[src/design/pgs_pkg.sv]
// ---------------------------------------------------------------------------
// pgs_pkg
// Shared types, constants and helper functions of the palette gradient
// sampler: palette ROM contents, widths, register indexes and the /255 helper.
// ---------------------------------------------------------------------------
`timescale 1ns / 1ps
`default_nettype none

package pgs_pkg;

    // Channel and beat widths
    localparam int CH_W  = 8;
    localparam int POS_W = 8;
    localparam int PIX_W = 3 * CH_W;

    // Palette geometry
    localparam int NUM_PALETTES        = 8;
    localparam int COLOURS_PER_PALETTE = 8;
    localparam int PAL_W   = (NUM_PALETTES > 1) ? $clog2(NUM_PALETTES) : 1;
    localparam int COL_W   = $clog2(COLOURS_PER_PALETTE);
    localparam int RAM_DEPTH = NUM_PALETTES * COLOURS_PER_PALETTE;
    localparam int RAM_AW    = $clog2(RAM_DEPTH);

    // Built-in table geometry
    localparam int ROM_PALETTES = 8;
    localparam int ROM_COLOURS  = 8;

    // Configuration register indexes
    localparam int CFG_IDX_W = 1;
    localparam logic [CFG_IDX_W-1:0] CFG_PALETTE_SELECT = 1'd0;
    localparam logic [CFG_IDX_W-1:0] CFG_BRIGHTNESS     = 1'd1;
    localparam logic [CH_W-1:0]      BRIGHTNESS_RESET   = 8'd255;

    // Palette RAM write beat
    typedef struct packed {
        logic              we;
        logic [RAM_AW-1:0] addr;
        logic [PIX_W-1:0]  data;
    } t_ram_wr;

    // Per-channel blend sums (red at index 0)
    typedef logic [2:0][2*CH_W-1:0] t_mix3;

    // Pack one color: red in the low byte
    function automatic logic [PIX_W-1:0] rgb(input int r, input int g, input int b);
        return {8'(b), 8'(g), 8'(r)};
    endfunction

    localparam logic [PIX_W-1:0] GRAD_ROM [ROM_PALETTES*ROM_COLOURS] = '{
        rgb(0,195,255),   rgb(115,230,255), rgb(90,55,255),   rgb(175,145,255),
        rgb(245,35,185),  rgb(255,145,220), rgb(0,220,145),   rgb(120,255,205),
        rgb(0,35,135),    rgb(80,125,220),  rgb(0,100,235),   rgb(100,175,255),
        rgb(0,205,220),   rgb(105,245,245), rgb(0,175,120),   rgb(110,230,190),
        rgb(215,20,85),   rgb(255,125,170), rgb(255,70,25),   rgb(255,155,105),
        rgb(255,145,0),   rgb(255,205,95),  rgb(255,215,0),   rgb(255,240,125),
        rgb(0,125,145),   rgb(85,205,215),  rgb(0,225,205),   rgb(105,255,235),
        rgb(50,220,70),   rgb(145,255,150), rgb(255,180,0),   rgb(255,220,100),
        rgb(0,70,55),     rgb(75,145,125),  rgb(0,155,80),    rgb(95,220,145),
        rgb(95,145,0),    rgb(175,210,80),  rgb(185,225,0),   rgb(225,250,100),
        rgb(210,0,15),    rgb(255,105,100), rgb(255,45,0),    rgb(255,135,90),
        rgb(255,110,0),   rgb(255,185,80),  rgb(255,190,0),   rgb(255,230,105),
        rgb(35,45,175),   rgb(115,135,235), rgb(115,70,220),  rgb(185,145,250),
        rgb(215,75,205),  rgb(250,165,235), rgb(255,140,105), rgb(255,205,170),
        rgb(0,85,255),    rgb(100,165,255), rgb(155,20,255),  rgb(210,125,255),
        rgb(255,0,135),   rgb(255,120,195), rgb(165,255,0),   rgb(215,255,110)
    };

    // Slots outside the built-in table read as black
    function automatic logic [PIX_W-1:0] rom_word(input int pal, input int col);
        if (pal < ROM_PALETTES && col < ROM_COLOURS)
            return GRAD_ROM[pal*ROM_COLOURS + col];
        return '0;
    endfunction

    // Exact floor(x/255) for x up to 255*255
    function automatic logic [CH_W-1:0] div255(input logic [2*CH_W-1:0] x);
        logic [2*CH_W:0] t;
        t = 17'(x) + 17'd1 + 17'(x[2*CH_W-1:CH_W]);
        return t[2*CH_W-1:CH_W];
    endfunction

endpackage

`default_nettype wire

[src/design/palette_gradient_sampler_top.sv]
// ---------------------------------------------------------------------------
// palette_gradient_sampler_top
// Samples a cyclic palette gradient: looks up two neighboring colors in the
// palette RAM, blends them by the position's fraction and dims the result.
//
//  Channel  Dir  Signals                    Beat contents
//  s_axis   in   tvalid/tready/tdata[7:0]   position
//  m_axis   out  tvalid/tready/tdata[23:0]  red, green, blue levels
//  cfg      in   we/idx/data[7:0]           0 palette_select, 1 brightness
//
// One beat per cycle sustained while the output is not stalled; each beat passes
// through the registered RAM read, blend, /255 and brightness multiply, final /255.
// After reset a pass over all 64 entries loads the palette RAM from the built-in table;
// s_axis tready stays low until it ends.
// The pipeline advances as a whole when the output register is empty or taken;
// a stalled output beat freezes every stage and the RAM read data.
// ---------------------------------------------------------------------------
`timescale 1ns / 1ps
`default_nettype none

module palette_gradient_sampler_top (
    input  wire logic                          i_clk,
    input  wire logic                          i_rst_n,
    input  wire logic                          i_s_axis_tvalid,
    output logic                               o_s_axis_tready,
    input  wire logic [7:0]                    i_s_axis_tdata,   // [7:0] position
    output logic                               o_m_axis_tvalid,
    input  wire logic                          i_m_axis_tready,
    output logic [23:0]                        o_m_axis_tdata,   // [7:0] red_level,
                                                                 // [15:8] green_level,
                                                                 // [23:16] blue_level
    input  wire logic                          i_cfg_we,
    input  wire logic [pgs_pkg::CFG_IDX_W-1:0] i_cfg_idx,
    input  wire logic [7:0]                    i_cfg_data
);
    import pgs_pkg::*;

    logic [CH_W-1:0]   r_palette_select;
    logic [CH_W-1:0]   r_brightness;
    logic              r_s1_vld;
    logic [CH_W-1:0]   r_s1_weight;

    t_ram_wr           fill_wr;
    logic              fill_done;
    logic              adv;
    logic              accept;
    logic [PAL_W-1:0]  pal_idx;
    logic [15:0]       scaled;
    logic [COL_W-1:0]  col_idx;
    logic [COL_W-1:0]  col_nxt;
    logic [RAM_AW-1:0] addr_a;
    logic [RAM_AW-1:0] addr_b;
    logic [PIX_W-1:0]  color_a;
    logic [PIX_W-1:0]  color_b;
    logic              mix_vld;
    t_mix3             mix;

    // Configuration registers
    always_ff @(posedge i_clk) begin
        if (!i_rst_n) begin
            r_palette_select <= '0;
            r_brightness     <= BRIGHTNESS_RESET;
        end else if (i_cfg_we) begin
            unique case (i_cfg_idx)
                CFG_PALETTE_SELECT: r_palette_select <= i_cfg_data;
                CFG_BRIGHTNESS:     r_brightness     <= i_cfg_data;
                default:            ;
            endcase
        end
    end

    // Handshake: whole pipeline moves when the output slot frees up
    assign adv             = !o_m_axis_tvalid || i_m_axis_tready;
    assign o_s_axis_tready = adv && fill_done;
    assign accept          = i_s_axis_tvalid && o_s_axis_tready;

    // Color index, blend weight and RAM addresses
    always_comb begin
        pal_idx = PAL_W'(r_palette_select % NUM_PALETTES);
        scaled  = 16'(i_s_axis_tdata * COLOURS_PER_PALETTE);
        col_idx = COL_W'(scaled[15:8]);
        col_nxt = (col_idx == COL_W'(COLOURS_PER_PALETTE - 1))
                ? '0 : col_idx + COL_W'(1);
        addr_a  = RAM_AW'(pal_idx * COLOURS_PER_PALETTE + col_idx);
        addr_b  = RAM_AW'(pal_idx * COLOURS_PER_PALETTE + col_nxt);
    end

    // Stage 1: weight travels beside the RAM read
    always_ff @(posedge i_clk) begin
        if (!i_rst_n) begin
            r_s1_vld <= 1'b0;
        end else if (adv) begin
            r_s1_vld <= accept;
        end
    end

    always_ff @(posedge i_clk) begin
        if (adv) begin
            r_s1_weight <= scaled[7:0];
        end
    end

    pgs_fill u_fill (
        .i_clk   (i_clk),
        .i_rst_n (i_rst_n),
        .o_wr    (fill_wr),
        .o_done  (fill_done)
    );

    pgs_ram #(
        .WIDTH (PIX_W),
        .DEPTH (RAM_DEPTH)
    ) u_ram (
        .i_clk     (i_clk),
        .i_we      (fill_wr.we),
        .i_waddr   (fill_wr.addr),
        .i_wdata   (fill_wr.data),
        .i_re      (adv),
        .i_raddr_a (addr_a),
        .i_raddr_b (addr_b),
        .o_rdata_a (color_a),
        .o_rdata_b (color_b)
    );

    pgs_blend u_blend (
        .i_clk     (i_clk),
        .i_rst_n   (i_rst_n),
        .i_adv     (adv),
        .i_vld     (r_s1_vld),
        .i_weight  (r_s1_weight),
        .i_color_a (color_a),
        .i_color_b (color_b),
        .o_vld     (mix_vld),
        .o_mix     (mix)
    );

    pgs_dim u_dim (
        .i_clk        (i_clk),
        .i_rst_n      (i_rst_n),
        .i_adv        (adv),
        .i_vld        (mix_vld),
        .i_mix        (mix),
        .i_brightness (r_brightness),
        .o_vld        (o_m_axis_tvalid),
        .o_pixel      (o_m_axis_tdata)
    );

endmodule

`default_nettype wire

[src/design/pgs_ram.sv]
// ---------------------------------------------------------------------------
// pgs_ram
// Generic RAM: one write port, two read ports with registered read data.
// ---------------------------------------------------------------------------
`timescale 1ns / 1ps
`default_nettype none

module pgs_ram #(
    parameter int WIDTH = 24,
    parameter int DEPTH = 64
) (
    input  wire logic                     i_clk,
    input  wire logic                     i_we,
    input  wire logic [$clog2(DEPTH)-1:0] i_waddr,
    input  wire logic [WIDTH-1:0]         i_wdata,
    input  wire logic                     i_re,
    input  wire logic [$clog2(DEPTH)-1:0] i_raddr_a,
    input  wire logic [$clog2(DEPTH)-1:0] i_raddr_b,
    output logic      [WIDTH-1:0]         o_rdata_a,
    output logic      [WIDTH-1:0]         o_rdata_b
);

    logic [WIDTH-1:0] r_mem [DEPTH];

    // Write port
    always_ff @(posedge i_clk) begin
        if (i_we) begin
            r_mem[i_waddr] <= i_wdata;
        end
    end

    // Read ports, data held while read enable is low
    always_ff @(posedge i_clk) begin
        if (i_re) begin
            o_rdata_a <= r_mem[i_raddr_a];
            o_rdata_b <= r_mem[i_raddr_b];
        end
    end

endmodule

`default_nettype wire

[src/design/pgs_fill.sv]
// ---------------------------------------------------------------------------
// pgs_fill
// Loads the palette RAM from the built-in table after reset, one entry a cycle.
// ---------------------------------------------------------------------------
`timescale 1ns / 1ps
`default_nettype none

module pgs_fill (
    input  wire logic            i_clk,
    input  wire logic            i_rst_n,
    output pgs_pkg::t_ram_wr     o_wr,
    output logic                 o_done
);
    import pgs_pkg::*;

    logic [RAM_AW-1:0] r_addr;
    logic [PAL_W-1:0]  r_pal;
    logic [COL_W-1:0]  r_col;
    logic              r_done;

    // Sweep counters: address plus palette/color pair
    always_ff @(posedge i_clk) begin
        if (!i_rst_n) begin
            r_addr <= '0;
            r_pal  <= '0;
            r_col  <= '0;
            r_done <= 1'b0;
        end else if (!r_done) begin
            r_addr <= r_addr + RAM_AW'(1);
            if (r_addr == RAM_AW'(RAM_DEPTH - 1)) begin
                r_done <= 1'b1;
            end
            if (r_col == COL_W'(COLOURS_PER_PALETTE - 1)) begin
                r_col <= '0;
                r_pal <= r_pal + PAL_W'(1);
            end else begin
                r_col <= r_col + COL_W'(1);
            end
        end
    end

    always_comb begin
        o_wr.we   = !r_done;
        o_wr.addr = r_addr;
        o_wr.data = rom_word(int'(r_pal), int'(r_col));
    end

    assign o_done = r_done;

endmodule

`default_nettype wire

[src/design/pgs_blend.sv]
// ---------------------------------------------------------------------------
// pgs_blend
// Blend stage: weighs the two neighboring palette colors per channel.
// ---------------------------------------------------------------------------
`timescale 1ns / 1ps
`default_nettype none

module pgs_blend (
    input  wire logic                       i_clk,
    input  wire logic                       i_rst_n,
    input  wire logic                       i_adv,
    input  wire logic                       i_vld,
    input  wire logic [pgs_pkg::CH_W-1:0]   i_weight,
    input  wire logic [pgs_pkg::PIX_W-1:0]  i_color_a,
    input  wire logic [pgs_pkg::PIX_W-1:0]  i_color_b,
    output logic                            o_vld,
    output pgs_pkg::t_mix3                  o_mix
);
    import pgs_pkg::*;

    logic  r_vld;
    t_mix3 r_mix;
    t_mix3 n_mix;

    // a*(255-w) + b*w per channel, at most 255*255
    always_comb begin
        logic [CH_W-1:0] inv_w;
        inv_w = 8'd255 - i_weight;
        for (int c = 0; c < 3; c++) begin
            n_mix[c] = 16'(i_color_a[c*CH_W +: CH_W]) * 16'(inv_w)
                     + 16'(i_color_b[c*CH_W +: CH_W]) * 16'(i_weight);
        end
    end

    always_ff @(posedge i_clk) begin
        if (!i_rst_n) begin
            r_vld <= 1'b0;
        end else if (i_adv) begin
            r_vld <= i_vld;
        end
    end

    always_ff @(posedge i_clk) begin
        if (i_adv) begin
            r_mix <= n_mix;
        end
    end

    assign o_vld = r_vld;
    assign o_mix = r_mix;

endmodule

`default_nettype wire

[src/design/pgs_dim.sv]
// ---------------------------------------------------------------------------
// pgs_dim
// Normalizes the blend by 255, scales by brightness and holds the output beat.
// ---------------------------------------------------------------------------
`timescale 1ns / 1ps
`default_nettype none

module pgs_dim (
    input  wire logic                       i_clk,
    input  wire logic                       i_rst_n,
    input  wire logic                       i_adv,
    input  wire logic                       i_vld,
    input  wire pgs_pkg::t_mix3             i_mix,
    input  wire logic [pgs_pkg::CH_W-1:0]   i_brightness,
    output logic                            o_vld,
    output logic [pgs_pkg::PIX_W-1:0]       o_pixel
);
    import pgs_pkg::*;

    logic             r_prod_vld;
    t_mix3            r_prod;
    t_mix3            n_prod;
    logic             r_out_vld;
    logic [PIX_W-1:0] r_pixel;
    logic [PIX_W-1:0] n_pixel;

    // Blend / 255, then times brightness
    always_comb begin
        for (int c = 0; c < 3; c++) begin
            n_prod[c] = 16'(div255(i_mix[c])) * 16'(i_brightness);
        end
    end

    // Dimmed level / 255
    always_comb begin
        for (int c = 0; c < 3; c++) begin
            n_pixel[c*CH_W +: CH_W] = div255(r_prod[c]);
        end
    end

    always_ff @(posedge i_clk) begin
        if (!i_rst_n) begin
            r_prod_vld <= 1'b0;
            r_out_vld  <= 1'b0;
        end else if (i_adv) begin
            r_prod_vld <= i_vld;
            r_out_vld  <= r_prod_vld;
        end
    end

    always_ff @(posedge i_clk) begin
        if (i_adv) begin
            r_prod  <= n_prod;
            r_pixel <= n_pixel;
        end
    end

    assign o_vld   = r_out_vld;
    assign o_pixel = r_pixel;

endmodule

`default_nettype wire
[config.mk]
export PLATFORM = sky130hd
export DESIGN_NAME = palette_gradient_sampler_top
export DESIGN_NICKNAME = d
export VERILOG_FILES = /design/src/design/pgs_pkg.sv /design/src/design/palette_gradient_sampler_top.sv /design/src/design/pgs_ram.sv /design/src/design/pgs_fill.sv /design/src/design/pgs_blend.sv /design/src/design/pgs_dim.sv
export SDC_FILE = /design/constraint.sdc
export NUM_CORES = 2
export LEC_CHECK = 0
export BUFFER_PORTS_ARGS = -buffer_cell sky130_fd_sc_hd__buf_4
export CAP_MARGIN = 20
export CORE_MARGIN = 2
export CORE_UTILIZATION = 35
export DETAILED_ROUTE_END_ITERATION = 7
export HOLD_SLACK_MARGIN = 0.02
export PLACE_DENSITY = 0.47
export SLEW_MARGIN = 0
export SYNTH_ARGS = -nofsm -noshare
export SYNTH_HDL_FRONTEND = slang
export SYNTH_HIERARCHICAL = 1
export SYNTH_SLANG_ARGS = --single-unit
[constraint.sdc]
create_clock -name i_clk -period 7.9 [get_ports i_clk]
set_clock_uncertainty 0.05 [all_clocks]
set_input_delay 1.185 -clock i_clk [delete_from_list [all_inputs] [get_ports i_clk]]
set_output_delay 1.185 -clock i_clk [all_outputs]
set_load 0.01 [all_outputs]
==> qor.csv <==
stage,metric,value,unit
run_status,status,"finished, final reports clean",
critical_path,reg2reg path depth,18,
hold_path,hold path cells,1,
detailed_routing,Routed Antenna Nets,0,
sta,Max-slew headroom,8.00,%
yosys,synthesized area,101000,um^2
cts,Hold Buf Count CTS,0,
critical_path,worst r2r src,r_s1_weight[5]$_DFFE_PP_,
floorplan,full die area,294000,um^2
yosys,most common flop cell mapped by yosys,edfxtp_1,
cts,htree depth,4,
global_routing,vias in the first global route,63000,
final_layout,Area growth syn-to-layout,12.0,%
cts,clock sinks,1737,
critical_path,Crit Path Class,reg -> reg,
yosys,top-area cell type share of the netlist area,50.6,%
cts,maximum root-to-sink buffer count,4,
global_routing,total global-route track usage,21.7,%
place,PortBufs,47,
place,DP Cell Count,10400,
yosys,Avg Inst Size Synth,15.0,um^2
sta,Final Hold Vio Count,0,
sta,Final Cycle Share,80.4,%
critical_path,RR Endpoint,u_blend/o_mix[14]$_DFFE_PP_,
yosys,post-synthesis cell count,6763,
critical_path,CP most frequent cell,fa_1,
yosys,Synth async-reset ratio,0,%
final_layout,final std cells w/o fill,10800,
critical_path,Setup crit end kind,flop,
detailed_routing,Via Count,61500,
floorplan,IO Pins,48,
flow_run,Max-Cap Viols,0,
global_routing,GR Overflow Total,0,
cts,# Post-CTS Setup Buffers,0,
sta,final setup TNS,0,ns
detailed_routing,drt pass-1 iters,5,
final_layout,Fillers,26400,
critical_path,FF-to-FF setup slack,1.55,ns
critical_path,CP max stage cell,edfxtp_1,
hold_path,Hold Path End,r_s1_weight[3]$_DFFE_PP_,
global_routing,antenna violations before repair,28,
global_routing,largest net degree at the start of global routing,99,
place,GP Congestion,0.854,
critical_path,"slowest stage delay, CP",0.91,ns
yosys,Synth top cells by count,"edfxtp_1 (1709), mux4_2 (688), inv_1 (580)",
floorplan,Initial Util,35.2,%
sta,setup violators final,0,
final_layout,Multi-input gate area,46000,um^2
place,dpl hpwl,207,mm
final_layout,fin nets,7619,
sta,Worst Max-Slew Pin Slew,1.37,ns
final_layout,Register Area,51900,um^2
floorplan,FP Rows,197,
detailed_routing,via-per-instance ratio,5.70,
yosys,Synth area leader,edfxtp_1,
cts,post_cts resized,0,
critical_path,"Cell Chain, Critical Path",buf_4 > nand2_1 > fa_1 > fa_1 > inv_1 > fa_1 > fa_1 > fa_1 > inv_1 > fa_1 > inv_1 > ha_1 > o21a_1 > o21a_1 > o221ai_1 > o21ai_0 > a21oi_1 > xnor2_1,
sta,RSZ-0062 raised after global routing,false,
cts,CTS tree,done,
detailed_routing,Post-route DRC,0,
cts,Root Buffer,clkbuf_16,
yosys,number of synthesized flops with an enable pin,1709,
sta,fin crit period,6.35,ns
critical_path,Startpoint Class,flop,
global_routing,first-pass GRT wire length,461,mm
detailed_routing,final wirelength,323,mm
critical_path,crit path max fanout,21,
floorplan,Core ar.,288000,um^2
final_layout,proportion of layout cells with a drive suffix above 1,19.6,%
yosys,post-synthesis register bit count,1737,
cts,clock latency on the worst-skew pair,0.90,ns
sta,max-slew violations,0,
yosys,most frequent cell after synthesis,edfxtp_1,
yosys,synth warn,6,
floorplan,die span in y,542,um
detailed_routing,routed len/inst,29.9,um
critical_path,Worst Path Arrival,6.94,ns
cts,Clock transition at path regs,0.06,ns
cts,Inserted Clock Buffers,200,
sta,fmax,0.157,GHz
floorplan,Die W,542,um
yosys,post-synthesis cell type count,91,
hold_path,Hold Crit Start,i_s_axis_tdata[0],
critical_path,CP required,8.49,ns
detailed_routing,DRT iter0 DRCs,6065,
hold_path,Worst Hold Class,in -> reg,
yosys,register area share after synthesis,51.1,%
yosys,synth top area cells,"edfxtp_1 (51%), mux4_2 (15%), fa_1 (7.8%)",
==> cells in the final DEF (no fill, tap or decap), drive strengths merged, types with 190 or more instances in the layout <==
master and instances:
edfxtp 1709, mux4 688, inv 590, fa 396, ha 361, mux2i 313
buf 272, nor2b 264, clkbuf 247, nand2 239, and2 198, nand2b 190
==> cell type report <==
class | instances | share of cell area [%]
diodes | 17 | 0.0374
clock buffers | 247 | 4.64
clock inverters | 114 | 1.00
inverters | 586 | 1.94
multi-input cells | 4043 | 40.5
flip-flops and latches | 1737 | 45.7
well taps | 3781 | 4.16
repair buffers | 272 | 2.04
==> state kept, by name (all words and copies together) (netlist names), 3 cells and up <==
register,flops
r_palette_select,3
r_s1_weight,5
u_fill/r_pal,3
u_dim/r_prod,48
u_fill/r_col,3
u_ram/r_mem,1536
u_blend/o_mix,48
u_ram/o_rdata_b,24
u_ram/o_rdata_a,24
u_fill/r_addr,6
r_brightness,8
u_dim/o_pixel,24
==> worst max-delay path, delay by kind of cell, from the launching register on <==
| family | cells | cell delay [ns] |
|---|---|---|
| xor+xnor | 1 | 0.08 |
| compound gates | 5 | 0.93 |
| buf+inv | 4 | 0.53 |
| fa+ha+maj | 7 | 3.50 |
| simple gates | 1 | 0.10 |
| flops | 1 | 0.91 |
==> through the flow <==
stage | util, % | setup WS [ns] | area [um^2] | hold WS [ns]
CTS | 39.4 | 1.56 | 114000 | 0.382
detailed placement | 37.2 | 1.56 | 107000 | 0.449
global placement | 37.1 | 1.57 | 107000 | 0.452
floorplan | - | 0.659 | 102000 | 0.410
global route | 39.4 | 1.17 | 114000 | 0.432
finish | 39.4 | 1.55 | 114000 | 0.453
==> worst max path at each step <==
stage,from,to,slack (ns),depth (start not counted)
6_report,r_s1_weight[5]$_DFFE_PP_,u_blend/o_mix[14]$_DFFE_PP_,1.55,18
5_1_grt,r_s1_weight[5]$_DFFE_PP_,u_blend/o_mix[14]$_DFFE_PP_,1.17,18
4_1_cts,r_s1_weight[5]$_DFFE_PP_,u_blend/o_mix[14]$_DFFE_PP_,1.56,18
3_5_place_dp,r_s1_weight[5]$_DFFE_PP_,u_blend/o_mix[14]$_DFFE_PP_,1.56,18
3_3_place_gp,r_s1_weight[5]$_DFFE_PP_,u_blend/o_mix[14]$_DFFE_PP_,1.57,18
2_1_floorplan,i_m_axis_tready,o_s_axis_tready,0.66,2
==> logic make-up after synthesis <==
| family | Yosys count | synth area share, % |
|---|---|---|
| other | 2 | 0.00740 |
| adder cells (fa/ha/maj) | 757 | 12.3 |
| buffers and inverters | 991 | 4.27 |
| multiplexers | 1009 | 18.5 |
| XOR/XNOR | 122 | 1.05 |
| AND/OR/NAND/NOR | 1279 | 6.91 |
| AO/OA/AOI/OAI | 866 | 5.92 |
| flip-flops | 1737 | 51.1 |
==> routing by layer <==
| metal | up-vias | share of wire, % | GRT usage [%] |
|---|---|---|---|
| met5 | - | 0.021 | 0 |
| met3 | 451 | 6.8 | 3.30 |
| li1 | 26000 | - | - |
| met1 | 32900 | 42 | 29.5 |
| met4 | 10 | 3.2 | 6.82 |
| met2 | 2156 | 48 | 35.7 |
Power is not shown: default switching activity piles up to over one toggle a cycle in this logic, so the estimate is an artifact.
